==> config.mk <==
export PLATFORM = sky130hd
export DESIGN_NAME = bounded_sequence_list_store_flat
export DESIGN_NICKNAME = d
export VERILOG_FILES = /design/src/rtl/bsls_pkg.sv /design/src/rtl/bsls_if.sv /design/src/rtl/bsls_mem.sv /design/src/rtl/bsls_ctrl.sv /design/src/rtl/bounded_sequence_list_store.sv /design/src/flat_wrapper.sv
export SDC_FILE = /design/constraint.sdc
export NUM_CORES = 1
export LEC_CHECK = 0
export ABC_AREA = 1
export BUFFER_PORTS_ARGS = -buffer_cell sky130_fd_sc_hd__buf_2
export CAP_MARGIN = 10
export CORE_MARGIN = 2
export CORE_UTILIZATION = 56
export DETAILED_ROUTE_END_ITERATION = 12
export PLACE_DENSITY = 0.76
export SLEW_MARGIN = 25
export SYNTH_ARGS = -nofsm -noshare
export SYNTH_HDL_FRONTEND = slang
export SYNTH_SLANG_ARGS = --single-unit
export TNS_END_PERCENT = 20
==> constraint.sdc <==
create_clock -name clk -period 4.8 [get_ports clk]
set_input_delay 1.2 -clock clk [delete_from_list [all_inputs] [get_ports clk]]
set_output_delay 1.2 -clock clk [all_outputs]
set_load 0.01 [all_outputs]
==> src/rtl/bsls_pkg.sv <==
// ----------------------------------------------------------------------------
// bsls_pkg
// Shared types and constants for the bounded sequence list store.
// ----------------------------------------------------------------------------
package bsls_pkg;

	// Default number of elements the store holds
	localparam int CAPACITY_DEF = 16;

	// Element word width
	localparam int ELEM_W = 32;

	// Request actions
	typedef enum logic [2:0] {
		ACT_INS_FRONT = 3'd0,
		ACT_INS_BACK  = 3'd1,
		ACT_INS_AT    = 3'd2,
		ACT_RM_FRONT  = 3'd3,
		ACT_RM_BACK   = 3'd4,
		ACT_RM_AT     = 3'd5,
		ACT_DUMP_FWD  = 3'd6,
		ACT_DUMP_REV  = 3'd7
	} action_t;

	// Result status codes
	typedef enum logic [1:0] {
		STAT_OK    = 2'd0,
		STAT_EMPTY = 2'd1,
		STAT_RANGE = 2'd2,
		STAT_FULL  = 2'd3
	} status_t;

	// Sequencer states
	typedef enum logic [2:0] {
		S_IDLE,
		S_SH_RD,
		S_SH_WR,
		S_DUMP_RD,
		S_DUMP_WAIT,
		S_RESP
	} state_t;

	// Result load from the sequencer into the output register
	typedef struct packed {
		logic                     load;
		logic signed [ELEM_W-1:0] element;
		status_t                  status;
		logic                     last;
	} res_t;

endpackage

==> src/rtl/bsls_if.sv <==
// ----------------------------------------------------------------------------
// bsls_if
// Request and result channel interfaces with valid/ready handshake.
// ----------------------------------------------------------------------------
interface bsls_req_if;
	logic                              valid;
	logic                              ready;
	bsls_pkg::action_t                 action;
	logic signed [bsls_pkg::ELEM_W-1:0] value;
	logic [4:0]                        position;

	modport source (output valid, output action, output value, output position, input ready);
	modport sink   (input valid, input action, input value, input position, output ready);
endinterface

interface bsls_rsp_if;
	logic                              valid;
	logic                              ready;
	logic signed [bsls_pkg::ELEM_W-1:0] element;
	bsls_pkg::status_t                 status;
	logic                              last;

	modport source (output valid, output element, output status, output last, input ready);
	modport sink   (input valid, input element, input status, input last, output ready);
endinterface

==> src/rtl/bsls_mem.sv <==
// ----------------------------------------------------------------------------
// bsls_mem
// Element storage: one write port, one read port with registered read data.
// ----------------------------------------------------------------------------
module bsls_mem #(
	parameter int DEPTH = bsls_pkg::CAPACITY_DEF,
	localparam int AW = $clog2(DEPTH)
) (
	input  logic                               clk,
	input  logic                               we,
	input  logic [AW-1:0]                      waddr,
	input  logic signed [bsls_pkg::ELEM_W-1:0] wdata,
	input  logic                               re,
	input  logic [AW-1:0]                      raddr,
	output logic signed [bsls_pkg::ELEM_W-1:0] rdata
);

	logic signed [bsls_pkg::ELEM_W-1:0] mem_q [DEPTH];

	// Write port
	always_ff @(posedge clk) begin
		if (we) begin
			mem_q[waddr] <= wdata;
		end
	end

	// Read port; hold the last word read until the next read
	always_ff @(posedge clk) begin
		if (re) begin
			rdata <= mem_q[raddr];
		end
	end

endmodule

==> src/rtl/bsls_ctrl.sv <==
// ----------------------------------------------------------------------------
// bsls_ctrl
// Request decode and sequencer; one shared index step and compare walks the
// storage for shifts and dumps.
// ----------------------------------------------------------------------------
module bsls_ctrl #(
	parameter int CAPACITY = bsls_pkg::CAPACITY_DEF,
	localparam int AW = $clog2(CAPACITY),
	localparam int CW = $clog2(CAPACITY + 1)
) (
	input  logic                               clk,
	input  logic                               arst_n,
	bsls_req_if.sink                           req,
	input  logic                               out_free,
	output bsls_pkg::res_t                     res,
	output logic                               mem_we,
	output logic [AW-1:0]                      mem_waddr,
	output logic signed [bsls_pkg::ELEM_W-1:0] mem_wdata,
	output logic                               mem_re,
	output logic [AW-1:0]                      mem_raddr,
	input  logic signed [bsls_pkg::ELEM_W-1:0] mem_rdata
);

	localparam int CMPW = (CW > 5) ? CW : 5;

	bsls_pkg::state_t  state_q, state_d;
	bsls_pkg::status_t stat_q, stat_d;
	logic [CW-1:0]     count_q, count_d;
	logic [AW-1:0]     idx_q, idx_d;
	logic [AW-1:0]     lim_q, lim_d;
	logic              up_q, up_d;
	logic              ins_q, ins_d;
	logic signed [bsls_pkg::ELEM_W-1:0] value_q, value_d;

	logic [CMPW-1:0] cnt_x;
	logic [CMPW-1:0] pos_x;
	logic [CMPW-1:0] ins_at;
	logic [CMPW-1:0] rm_at;
	logic [AW-1:0]   nb;
	logic            hit;

	// Shared index unit: one step and one end-of-walk compare
	assign nb  = up_q ? (idx_q + 1'b1) : (idx_q - 1'b1);
	assign hit = (idx_q == lim_q);

	// Target positions of the request
	assign cnt_x = CMPW'(count_q);
	assign pos_x = CMPW'(req.position);

	always_comb begin
		case (req.action)
			bsls_pkg::ACT_INS_FRONT: ins_at = '0;
			bsls_pkg::ACT_INS_BACK:  ins_at = cnt_x;
			default:                 ins_at = pos_x;
		endcase
		case (req.action)
			bsls_pkg::ACT_RM_FRONT: rm_at = '0;
			bsls_pkg::ACT_RM_BACK:  rm_at = cnt_x - 1'b1;
			default:                rm_at = pos_x;
		endcase
	end

	// State and working registers
	always_ff @(posedge clk or negedge arst_n) begin
		if (!arst_n) begin
			state_q <= bsls_pkg::S_IDLE;
			count_q <= '0;
		end else begin
			state_q <= state_d;
			count_q <= count_d;
		end
	end

	always_ff @(posedge clk) begin
		stat_q  <= stat_d;
		idx_q   <= idx_d;
		lim_q   <= lim_d;
		up_q    <= up_d;
		ins_q   <= ins_d;
		value_q <= value_d;
	end

	// Next state and outputs
	always_comb begin
		state_d     = state_q;
		count_d     = count_q;
		stat_d      = stat_q;
		idx_d       = idx_q;
		lim_d       = lim_q;
		up_d        = up_q;
		ins_d       = ins_q;
		value_d     = value_q;
		req.ready   = 1'b0;
		res.load    = 1'b0;
		res.element = '0;
		res.status  = bsls_pkg::STAT_OK;
		res.last    = 1'b1;
		mem_we      = 1'b0;
		mem_waddr   = idx_q;
		mem_wdata   = mem_rdata;
		mem_re      = 1'b0;
		mem_raddr   = idx_q;

		unique case (state_q)
			bsls_pkg::S_IDLE: begin
				req.ready = 1'b1;
				if (req.valid) begin
					unique case (req.action)
						bsls_pkg::ACT_INS_FRONT, bsls_pkg::ACT_INS_BACK,
						bsls_pkg::ACT_INS_AT: begin
							if (ins_at > cnt_x) begin
								stat_d  = bsls_pkg::STAT_RANGE;
								state_d = bsls_pkg::S_RESP;
							end else if (cnt_x == CMPW'(CAPACITY)) begin
								stat_d  = bsls_pkg::STAT_FULL;
								state_d = bsls_pkg::S_RESP;
							end else begin
								stat_d  = bsls_pkg::STAT_OK;
								idx_d   = AW'(count_q);
								lim_d   = AW'(ins_at);
								up_d    = 1'b0;
								ins_d   = 1'b1;
								value_d = req.value;
								state_d = bsls_pkg::S_SH_RD;
							end
						end
						bsls_pkg::ACT_RM_FRONT, bsls_pkg::ACT_RM_BACK,
						bsls_pkg::ACT_RM_AT: begin
							if (count_q == '0) begin
								stat_d  = bsls_pkg::STAT_EMPTY;
								state_d = bsls_pkg::S_RESP;
							end else if (rm_at >= cnt_x) begin
								stat_d  = bsls_pkg::STAT_RANGE;
								state_d = bsls_pkg::S_RESP;
							end else begin
								stat_d  = bsls_pkg::STAT_OK;
								idx_d   = AW'(rm_at);
								lim_d   = AW'(cnt_x - 1'b1);
								up_d    = 1'b1;
								ins_d   = 1'b0;
								state_d = bsls_pkg::S_SH_RD;
							end
						end
						default: begin
							if (count_q == '0) begin
								stat_d  = bsls_pkg::STAT_EMPTY;
								state_d = bsls_pkg::S_RESP;
							end else if (req.action == bsls_pkg::ACT_DUMP_FWD) begin
								idx_d   = '0;
								lim_d   = AW'(cnt_x - 1'b1);
								up_d    = 1'b1;
								state_d = bsls_pkg::S_DUMP_RD;
							end else begin
								idx_d   = AW'(cnt_x - 1'b1);
								lim_d   = '0;
								up_d    = 1'b0;
								state_d = bsls_pkg::S_DUMP_RD;
							end
						end
					endcase
				end
			end

			// Fetch the neighbour, or finish the shift
			bsls_pkg::S_SH_RD: begin
				if (hit) begin
					if (ins_q) begin
						mem_we    = 1'b1;
						mem_wdata = value_q;
						count_d   = count_q + 1'b1;
					end else begin
						count_d   = count_q - 1'b1;
					end
					state_d = bsls_pkg::S_RESP;
				end else begin
					mem_re    = 1'b1;
					mem_raddr = nb;
					state_d   = bsls_pkg::S_SH_WR;
				end
			end

			// Move the fetched neighbour into the current slot and advance
			bsls_pkg::S_SH_WR: begin
				mem_we  = 1'b1;
				idx_d   = nb;
				state_d = bsls_pkg::S_SH_RD;
			end

			bsls_pkg::S_DUMP_RD: begin
				mem_re  = 1'b1;
				state_d = bsls_pkg::S_DUMP_WAIT;
			end

			// Hand one element on once the output register is free
			bsls_pkg::S_DUMP_WAIT: begin
				if (out_free) begin
					res.load    = 1'b1;
					res.element = mem_rdata;
					res.last    = hit;
					if (hit) begin
						state_d = bsls_pkg::S_IDLE;
					end else begin
						idx_d   = nb;
						state_d = bsls_pkg::S_DUMP_RD;
					end
				end
			end

			bsls_pkg::S_RESP: begin
				if (out_free) begin
					res.load   = 1'b1;
					res.status = stat_q;
					state_d    = bsls_pkg::S_IDLE;
				end
			end

			default: state_d = bsls_pkg::S_IDLE;
		endcase
	end

	// Checks
	a_count_bound: assert property (@(posedge clk) disable iff (!arst_n)
		count_q <= CW'(CAPACITY))
		else $error("element count above capacity");

	a_count_step: assert property (@(posedge clk) disable iff (!arst_n)
		(count_q != $past(count_q)) |->
		(count_q == $past(count_q) + 1'b1) || (count_q == $past(count_q) - 1'b1))
		else $error("element count moved by more than one");

	a_leave_idle: assert property (@(posedge clk) disable iff (!arst_n)
		(req.valid && req.ready) |=> (state_q != bsls_pkg::S_IDLE))
		else $error("accepted request left no work");

	a_load_free: assert property (@(posedge clk) disable iff (!arst_n)
		res.load |-> out_free)
		else $error("result loaded into a full output register");

endmodule

==> src/rtl/bounded_sequence_list_store.sv <==
// ----------------------------------------------------------------------------
// bounded_sequence_list_store
// Ordered store of up to CAPACITY signed words with deque, positional and
// dump requests.
// ----------------------------------------------------------------------------
// One request is taken at a time; ready is high whenever the sequencer is
// idle, even while the previous result still waits in the output register.
// A rejected request (empty, out of range, full) goes from the accept cycle
// straight to the status cycle. An insert or remove that moves k elements
// runs the accept cycle, a read then a write for each move (read data from
// the element memory is registered), a step that writes the new element or
// drops the count, and the status cycle; k is count - position for an
// insert and count - position - 1 for a remove, so front operations are the
// slowest and back operations the fastest. A dump of n elements runs the
// accept cycle, then one memory read and one output load per element. The
// status and each output load wait while a stalled receiver holds the
// output register. No clearing pass follows reset: storage is only read
// below the element count.
module bounded_sequence_list_store #(
	parameter int CAPACITY = bsls_pkg::CAPACITY_DEF
) (
	input  logic       clk,
	input  logic       arst_n,
	bsls_req_if.sink   req,
	bsls_rsp_if.source rsp
);

	localparam int AW = $clog2(CAPACITY);

	bsls_pkg::res_t                     res;
	logic                               out_free;
	logic                               mem_we;
	logic [AW-1:0]                      mem_waddr;
	logic signed [bsls_pkg::ELEM_W-1:0] mem_wdata;
	logic                               mem_re;
	logic [AW-1:0]                      mem_raddr;
	logic signed [bsls_pkg::ELEM_W-1:0] mem_rdata;

	logic                               out_vld_q;
	logic signed [bsls_pkg::ELEM_W-1:0] out_elem_q;
	bsls_pkg::status_t                  out_stat_q;
	logic                               out_last_q;

	bsls_mem #(
		.DEPTH (CAPACITY)
	) u_mem (
		.clk   (clk),
		.we    (mem_we),
		.waddr (mem_waddr),
		.wdata (mem_wdata),
		.re    (mem_re),
		.raddr (mem_raddr),
		.rdata (mem_rdata)
	);

	bsls_ctrl #(
		.CAPACITY (CAPACITY)
	) u_ctrl (
		.clk       (clk),
		.arst_n    (arst_n),
		.req       (req),
		.out_free  (out_free),
		.res       (res),
		.mem_we    (mem_we),
		.mem_waddr (mem_waddr),
		.mem_wdata (mem_wdata),
		.mem_re    (mem_re),
		.mem_raddr (mem_raddr),
		.mem_rdata (mem_rdata)
	);

	// Output register is free when empty or being taken this cycle
	assign out_free = !out_vld_q || rsp.ready;

	always_ff @(posedge clk or negedge arst_n) begin
		if (!arst_n) begin
			out_vld_q <= 1'b0;
		end else if (res.load) begin
			out_vld_q <= 1'b1;
		end else if (rsp.ready) begin
			out_vld_q <= 1'b0;
		end
	end

	// Hold the result payload until it is taken
	always_ff @(posedge clk) begin
		if (res.load) begin
			out_elem_q <= res.element;
			out_stat_q <= res.status;
			out_last_q <= res.last;
		end
	end

	assign rsp.valid   = out_vld_q;
	assign rsp.element = out_elem_q;
	assign rsp.status  = out_stat_q;
	assign rsp.last    = out_last_q;

endmodule
==> src/flat_wrapper.sv <==
// flat-port wrapper written by rule: the top's interface ports become plain ports
module bounded_sequence_list_store_flat 
#(
	parameter int CAPACITY = bsls_pkg::CAPACITY_DEF
)
  (clk, arst_n, req_valid, req_action, req_value, req_position, req_ready, rsp_valid, rsp_element, rsp_status, rsp_last, rsp_ready);
  bsls_req_if req_i ();
  bsls_rsp_if rsp_i ();
  input  logic clk;
  input  logic arst_n;
  input wire logic [$bits(req_i.valid)-1:0] req_valid;
  input wire logic [$bits(req_i.action)-1:0] req_action;
  input wire logic [$bits(req_i.value)-1:0] req_value;
  input wire logic [$bits(req_i.position)-1:0] req_position;
  output wire logic [$bits(req_i.ready)-1:0] req_ready;
  output wire logic [$bits(rsp_i.valid)-1:0] rsp_valid;
  output wire logic [$bits(rsp_i.element)-1:0] rsp_element;
  output wire logic [$bits(rsp_i.status)-1:0] rsp_status;
  output wire logic [$bits(rsp_i.last)-1:0] rsp_last;
  input wire logic [$bits(rsp_i.ready)-1:0] rsp_ready;
  assign req_i.valid = req_valid;
  assign req_i.action = req_action;
  assign req_i.value = req_value;
  assign req_i.position = req_position;
  assign req_ready = req_i.ready;
  assign rsp_valid = rsp_i.valid;
  assign rsp_element = rsp_i.element;
  assign rsp_status = rsp_i.status;
  assign rsp_last = rsp_i.last;
  assign rsp_i.ready = rsp_ready;
  bounded_sequence_list_store #(.CAPACITY(CAPACITY)) u_core (.clk(clk), .arst_n(arst_n), .req(req_i), .rsp(rsp_i));
endmodule
=== Word level (Yosys, flattened, before mapping) ===
Memories as Yosys holds them, arrays and structs flattened. A register that Yosys moved wholly into a read port is not among the register bits.
Index checks and enable logic that the tools add are counted.

* Div/mod/pow operators: 0
* Shift operators: 0
* Add/subtract/negate cells: 4
* Order comparisons: 2
* Reduce and logical (&&, ||, !) cells: 20
* $mul: 0
* Bitwise logic cells: 2
* Eq/ne operators: 26
* Multiplexer cells: 69

{| class="wikitable"
|+ Operators with widths
! operator !! count
|-
| $mux 32 || 3
|-
| $mux 4 || 17
|-
| $mux 33 || 1
|-
| $mux 3 || 9
|-
| $pmux 5 s2 || 2
|-
| $mux 1 || 19
|-
| $pmux 3 s6 || 1
|-
| $pmux 4 s2 || 2
|-
| $eq 3x3->1 const B || 5
|-
| $reduce_and 7->1 || 2
|-
| $eq 3x2->1 const B || 4
|-
| $mux 2 || 6
|-
| $ne 3x3->1 const B || 4
|-
| $pmux 4 s3 || 1
|-
| $ne 2x2->1 const B || 5
|-
| $pmux 1 s2 || 5
|-
| $reduce_and 8->1 || 1
|-
| $eq 3x1->1 const B || 2
|-
| $logic_not 3->1 || 2
|-
| $ne 2x1->1 const B || 3
|-
| $pmux 3 s2 || 1
|-
| $reduce_and 2->1 || 3
|-
| $reduce_and 3->1 || 2
|-
| $reduce_bool 3->1 || 2
|-
| 18 further kinds || 21
|}

* Input port bits: 44
* Output and inout port bits: 37
* Bits in latches: 0
* Register bits: 88
* Bits in read-only memories: 0
* Word-level logic and storage cells: 136
* Memories kept: 1
* Bits in writable memories: 512

{| class="wikitable"
|+ Memory list
! name !! depth !! bits a word !! rd ports !! clocked after Yosys merged registers in !! wr ports !! RTL line !! text
|-
| u_core.u_mem.mem_q || 16 || 32 || 1 || 1 || 1 || bsls_mem.sv:18 || <nowiki>logic signed [bsls_pkg::ELEM_W-1:0] mem_q [DEPTH];</nowiki>
|}

=== Depth between registers and ports, before layout ===
* Depth after elaboration: 8
* Gate-level depth with buffers: 17
* Mapped depth without buffers: 17

=== Modules after synthesis ===
A second synthesis with hierarchy kept.

* Cells, all modules: 2,606
* Area, all modules: 27,812.9 um2

{| class="wikitable"
|+ Modules (own cells, without submodules)
! module !! cells an instance !! area an instance (um2) !! seq. area each (um2) !! instances
|-
| bsls_mem || 2,120 || 23,050.9 || 16,335.7 || 1
|-
| bsls_ctrl || 446 || 3,666.0 || 1,521.5 || 1
|-
| bounded_sequence_list_store || 40 || 1,096.1 || 1,076.0 || 1
|}

=== Worst setup path before layout ===
Ideal clock, no wire load.

* Path type: input -> register
* Start point: in req_action[1]
* End point: reg u_core.u_ctrl.value_q[0] (netlist name), enable pin
* Setup slack: -439 ps
* Required time: 4,339 ps
* Stages on the path: 9
* Path buffers: 0
* Arrival time: 4,778 ps
* Setup time: 461 ps
* Path through: nor2_1 > nand2_1 > o22ai_1 > ha_1 > a21oi_1 > o21ai_0 > o21ai_0 > o21ai_0 > nor3_1

* Longest elaborated chain between the ends: 5
* Elaborated cells between the ends (all ways): 8
* Those cells by class: 1 x order compare; 2 x eq/ne; 1 x mux; 1 x bitwise; 3 x reduce/logical

{| class="wikitable"
|+ Ends and longest elaborated chain
! item !! RTL line !! text
|-
| start, declared || flat_wrapper.sv:12 || <nowiki>input wire logic [$bits(req_i.action)-1:0] req_action;</nowiki>
|-
| $eq 3x1->1 / $logic_not 3->1 (equally long branches) || bsls_ctrl.sv:51, bsls_ctrl.sv:108 ||
|-
| $pmux 5 s2 || bsls_ctrl.sv:51 || <nowiki>case (req.action)</nowiki>
|-
| $gt 5x5->1 || bsls_ctrl.sv:111 || <nowiki>if (ins_at > cnt_x) begin</nowiki>
|-
| $not 1->1 (no line) || n/a ||
|-
| $reduce_and 5->1 (no line) (*) || n/a ||
|-
| end signal, assigned || bsls_ctrl.sv:80 || <nowiki>value_q <= value_d;</nowiki>
|-
| end, declared || bsls_ctrl.sv:33 || <nowiki>logic signed [bsls_pkg::ELEM_W-1:0] value_q, value_d;</nowiki>
|}

Every way passes the cells marked *; elsewhere a longest branch is shown, timed or not.
A chain may end at the register's enable or synchronous reset.

=== Worst setup path in the final report ===
* Start point: reg u_core.u_ctrl.idx_q[0], in the netlist u_core.u_ctrl.mem_waddr[0]
* End point: reg u_core.u_mem.rdata[19] (netlist name) (read register of u_core.u_mem.mem_q), data pin

* Longest elaborated chain between the ends: 4
* Elaborated cells between the ends (all ways): 8
* Those cells by class: 2 x add/sub; 1 x eq/ne; 5 x mux

{| class="wikitable"
|+ Ends and longest elaborated chain
! item !! RTL line !! text
|-
| start, declared || bsls_ctrl.sv:29 || <nowiki>logic [AW-1:0] idx_q, idx_d;</nowiki>
|-
| start signal, assigned || bsls_ctrl.sv:76 || <nowiki>idx_q <= idx_d;</nowiki>
|-
| $sub 4x1->4 / $add 4x1->4 (equally long branches) || bsls_ctrl.sv:43 || <nowiki>assign nb = up_q ? (idx_q + 1'b1) : (idx_q - 1'b1);</nowiki>
|-
| $mux 4 || bsls_ctrl.sv:43 ||
|-
| $mux 4 || bsls_ctrl.sv:166 || <nowiki>if (hit) begin</nowiki>
|-
| $mux 4 || bsls_ctrl.sv:104 || <nowiki>unique case (state_q)</nowiki>
|-
| end, declared || bsls_mem.sv:15 || <nowiki>output logic signed [bsls_pkg::ELEM_W-1:0] rdata</nowiki>
|}

Parallel ways exist; a longest one is shown, timed or not.

==> impl_metrics.tcl <==
set metrics [dict create \
    pwr-share-comb_pct 44.0 \
    grt_util_all_layers_pct 28.1 \
    setup_viol 0 \
    seq_power_share_pct 35.5 \
    cts-buffers-inserted 61 \
    power.leakage_nw 13.3 \
    h-tree-depth 2 \
    hold_viol_final 0 \
    overflow 0 \
    io_pins 81 \
    powerDensity_nw_per_um2 705 \
    n_antenna_cell 0 \
    crit_required_ps 5200 \
    p_int_mw 12.8 \
    drt_wl_total_mm 72.2 \
    power_switching_mw 9.32 \
    post_cts_resized 0 \
    outcome "finished clean" \
    synthCells 2677 \
    slowest_stage "edfxtp_1" \
    start_kind "register" \
    fin_skew_ps 20.0 \
    worstRegToRegCells 14 \
    criticalPathCategory "register to register" \
    hpwl_mm 39.7 \
    setup_tns_ps 0 \
    post_drt_via_cell_ratio 5.70 \
    root_buffer "clkbuf_16" \
    cts_tree "done" \
    crit_chain "inv_4, nand2_1, nand2_1, nor2_2, nand2_4, nand2_8, nand2_4, nand2_8, buf_4, nand2_1, nand3_1, nand3_1, nand3_1, nand2_1" \
    start_util_pct 56.4 \
    drtIter0Drc 2651 \
    fmax_mhz 276 \
    grt_pass1_wl_mm 112 \
    vias 19800 \
    slew-limit-headroom_pct 28.2 \
    crit_path_frequent_cell "nand2_1" \
    route.detailed.drc 0 \
    grt_max_degree 129 \
    period_needed_ps 3620 \
    grt_pass1_vias 20100 \
    holdBufCountCts 0 \
    numClockSinks 632 \
    tightest_slew_ps 1080 \
    area_delta_synth_final_pct 11.6 \
    place_congestion 0.917 \
    antenna_left 0 \
    maxSlewViolCount 0 \
    avgSynthCellArea_um2 10.5 \
    antenna_found_initial 1 \
    mostFrequentLayoutCells "edfxtp_1 (623), nand3_1 (619), inv_1 (594), nand2_1 (482), buf_2 (80)" \
    rsz0062_at_grt "no" \
    ys_seq_elements 632 \
    synth_nets 2737 \
    row_count 82 \
    critPathArrivalTime_ps 4020 \
    postCtsSetupRepairBufs 0 \
    path_clk_slew_ps 70 \
    layout_commonest_cell "edfxtp_1" \
    vdd_drop_max_mv 0.638 \
    reg2reg_from "u_core.u_ctrl.mem_waddr[0]" \
    crit_path_end_kind "register" \
    wire_per_inst_um 20.8 \
    yosysSeqAreaShare_pct 67.5 \
    finalCritPeriodShare_pct 75.5 \
    chipHeight_um 228 \
    syn_area_um2 28100 \
    timing.critical_path.buf_inv 2 \
    cp_top_family "simple AND/OR/NAND/NOR gates" \
    core_area_um2 49800 \
    rr_endpoint "u_core.u_mem.rdata[19]" \
    holdCritPathClass "input pin to asynchronous set/reset pin" \
    first_pass_iters 6 \
    switching_share_pct 42.2 \
    layout-drive-gt1-share_pct 9.91 \
    cap_violations 0 \
    finalPower_mw 22.1 \
    clockPowerShare_pct 20.5 \
    synth_cell_types 38 \
    clk_latency_ps 640 \
    max_stage_delay_ps 670 \
    synth_warnings 0 \
    die_area_um2 51900 \
    numPortBuffers 80 \
    layout.nets 2820 \
    cts_buffer_depth 3 \
    critPathMaxFanout 77 \
    die_w_um 228 \
    ff2ff_setup_slack_ps 1180 \
]
cells by family after synthesis:
family | synth area share (%)
DFF | 67.5
xor gates and xnor gates | 0.281
AOI/OAI and AO/OA | 1.71
buffers and inverters | 10.5
adders and majority gates | 0.740
and+or+nand+nor | 19.3
area by class of cell:
type	instances	area [um2]
Clock buffer	77	1610
Fill cell	3675	18500
Multi-Input combinational cell	1317	6410
Inverter	598	2250
Clock inverter	32	244
Tap cell	672	841
Timing Repair Buffer	150	1020
Sequential cell	632	18900
routing by layer:
metal	up-vias	wire (um)	track usage, %
met3	188	7610	5.39
met4	0	2120	10.3
met1	9536	27500	37.1
met2	1168	34900	46.5
li1	8948	-	-
met5	-	0	0
stage by stage:
step                      util, %  instance area, um2  instances  hold WS, ps  setup slack (ps)
after detailed placement     59.1               29400       3368          554               742
final                        62.9               31300       3478          427              1180
after global routing         62.9               31300       3478          426               959
after floorplan                 -               28100       2677          519              2.14
after global placement       59.0               29400       3367          555               826
after CTS                    62.8               31300       3477          420              1250
worst max path at each step:
stage / from / end / slack, ps / cells past startpoint
5_1_grt: u_core.u_ctrl.mem_waddr[0] / u_core.u_mem.rdata[19] / 960 / 14
3_5_place_dp: req_action[2] / u_core.u_ctrl.value_q[17] / 740 / 11
4_1_cts: u_core.u_ctrl.mem_waddr[0] / u_core.u_mem.rdata[19] / 1250 / 14
2_1_floorplan: u_core.u_ctrl.mem_waddr[0] / u_core.u_mem.mem_q[6][0] / 2 / 8
3_3_place_gp: req_action[2] / u_core.u_ctrl.value_q[17] / 830 / 11
6_report: u_core.u_ctrl.mem_waddr[0] / u_core.u_mem.rdata[19] / 1180 / 14
power groups by stage:
stage | sequential, mW | clock (mW) | combinational, mW
after floorplan | 7.94 | 0 | 6.30
after global placement | 7.93 | 0 | 9.12
after detailed placement | 7.94 | 0 | 9.43
after CTS | 7.83 | 4.55 | 9.52
after global routing | 7.87 | 4.77 | 10.5
final | 7.83 | 4.54 | 9.71
synth_stat cells, drive strengths merged:
cell type / n / area share [%]
nand4: 1 / 0.022
o221ai: 3 / 0.094
nand2: 489 / 6.7
nor3: 12 / 0.25
o211ai: 2 / 0.054
o21ai: 56 / 1.0
buf: 111 / 2.2
o2111ai: 1 / 0.031
nand3: 621 / 11
or2: 3 / 0.067
o31a: 1 / 0.031
inv: 598 / 8.0
fa: 1 / 0.071
a22o: 1 / 0.031
xnor2: 4 / 0.12
and2: 1 / 0.022
a211oi: 1 / 0.027
nor2: 79 / 1.1
dfrtp: 9 / 0.80
edfxtp: 623 / 67
ha: 15 / 0.67
nor4: 1 / 0.022
clkbuf: 19 / 0.25
a21oi: 7 / 0.12
xor2: 5 / 0.16
o22ai: 13 / 0.29
registers in the layout, indices dropped and copies added, names as in the netlist:
signal                   flops
u_core.u_mem.mem_q         512
u_core.rsp.element          32
u_core.u_ctrl.value_q       32
u_core.u_mem.rdata          32
u_core.u_ctrl.cnt_x          5
u_core.u_ctrl.lim_q          4
u_core.u_ctrl.mem_waddr      4
u_core.u_ctrl.state_q        3
u_core.rsp.status            2
u_core.u_ctrl.stat_q         2
u_core.rsp.last              1
u_core.rsp.valid             1
u_core.u_ctrl.ins_q          1
u_core.u_ctrl.up_q           1
Note: power is estimated with default switching activity, not from simulation.
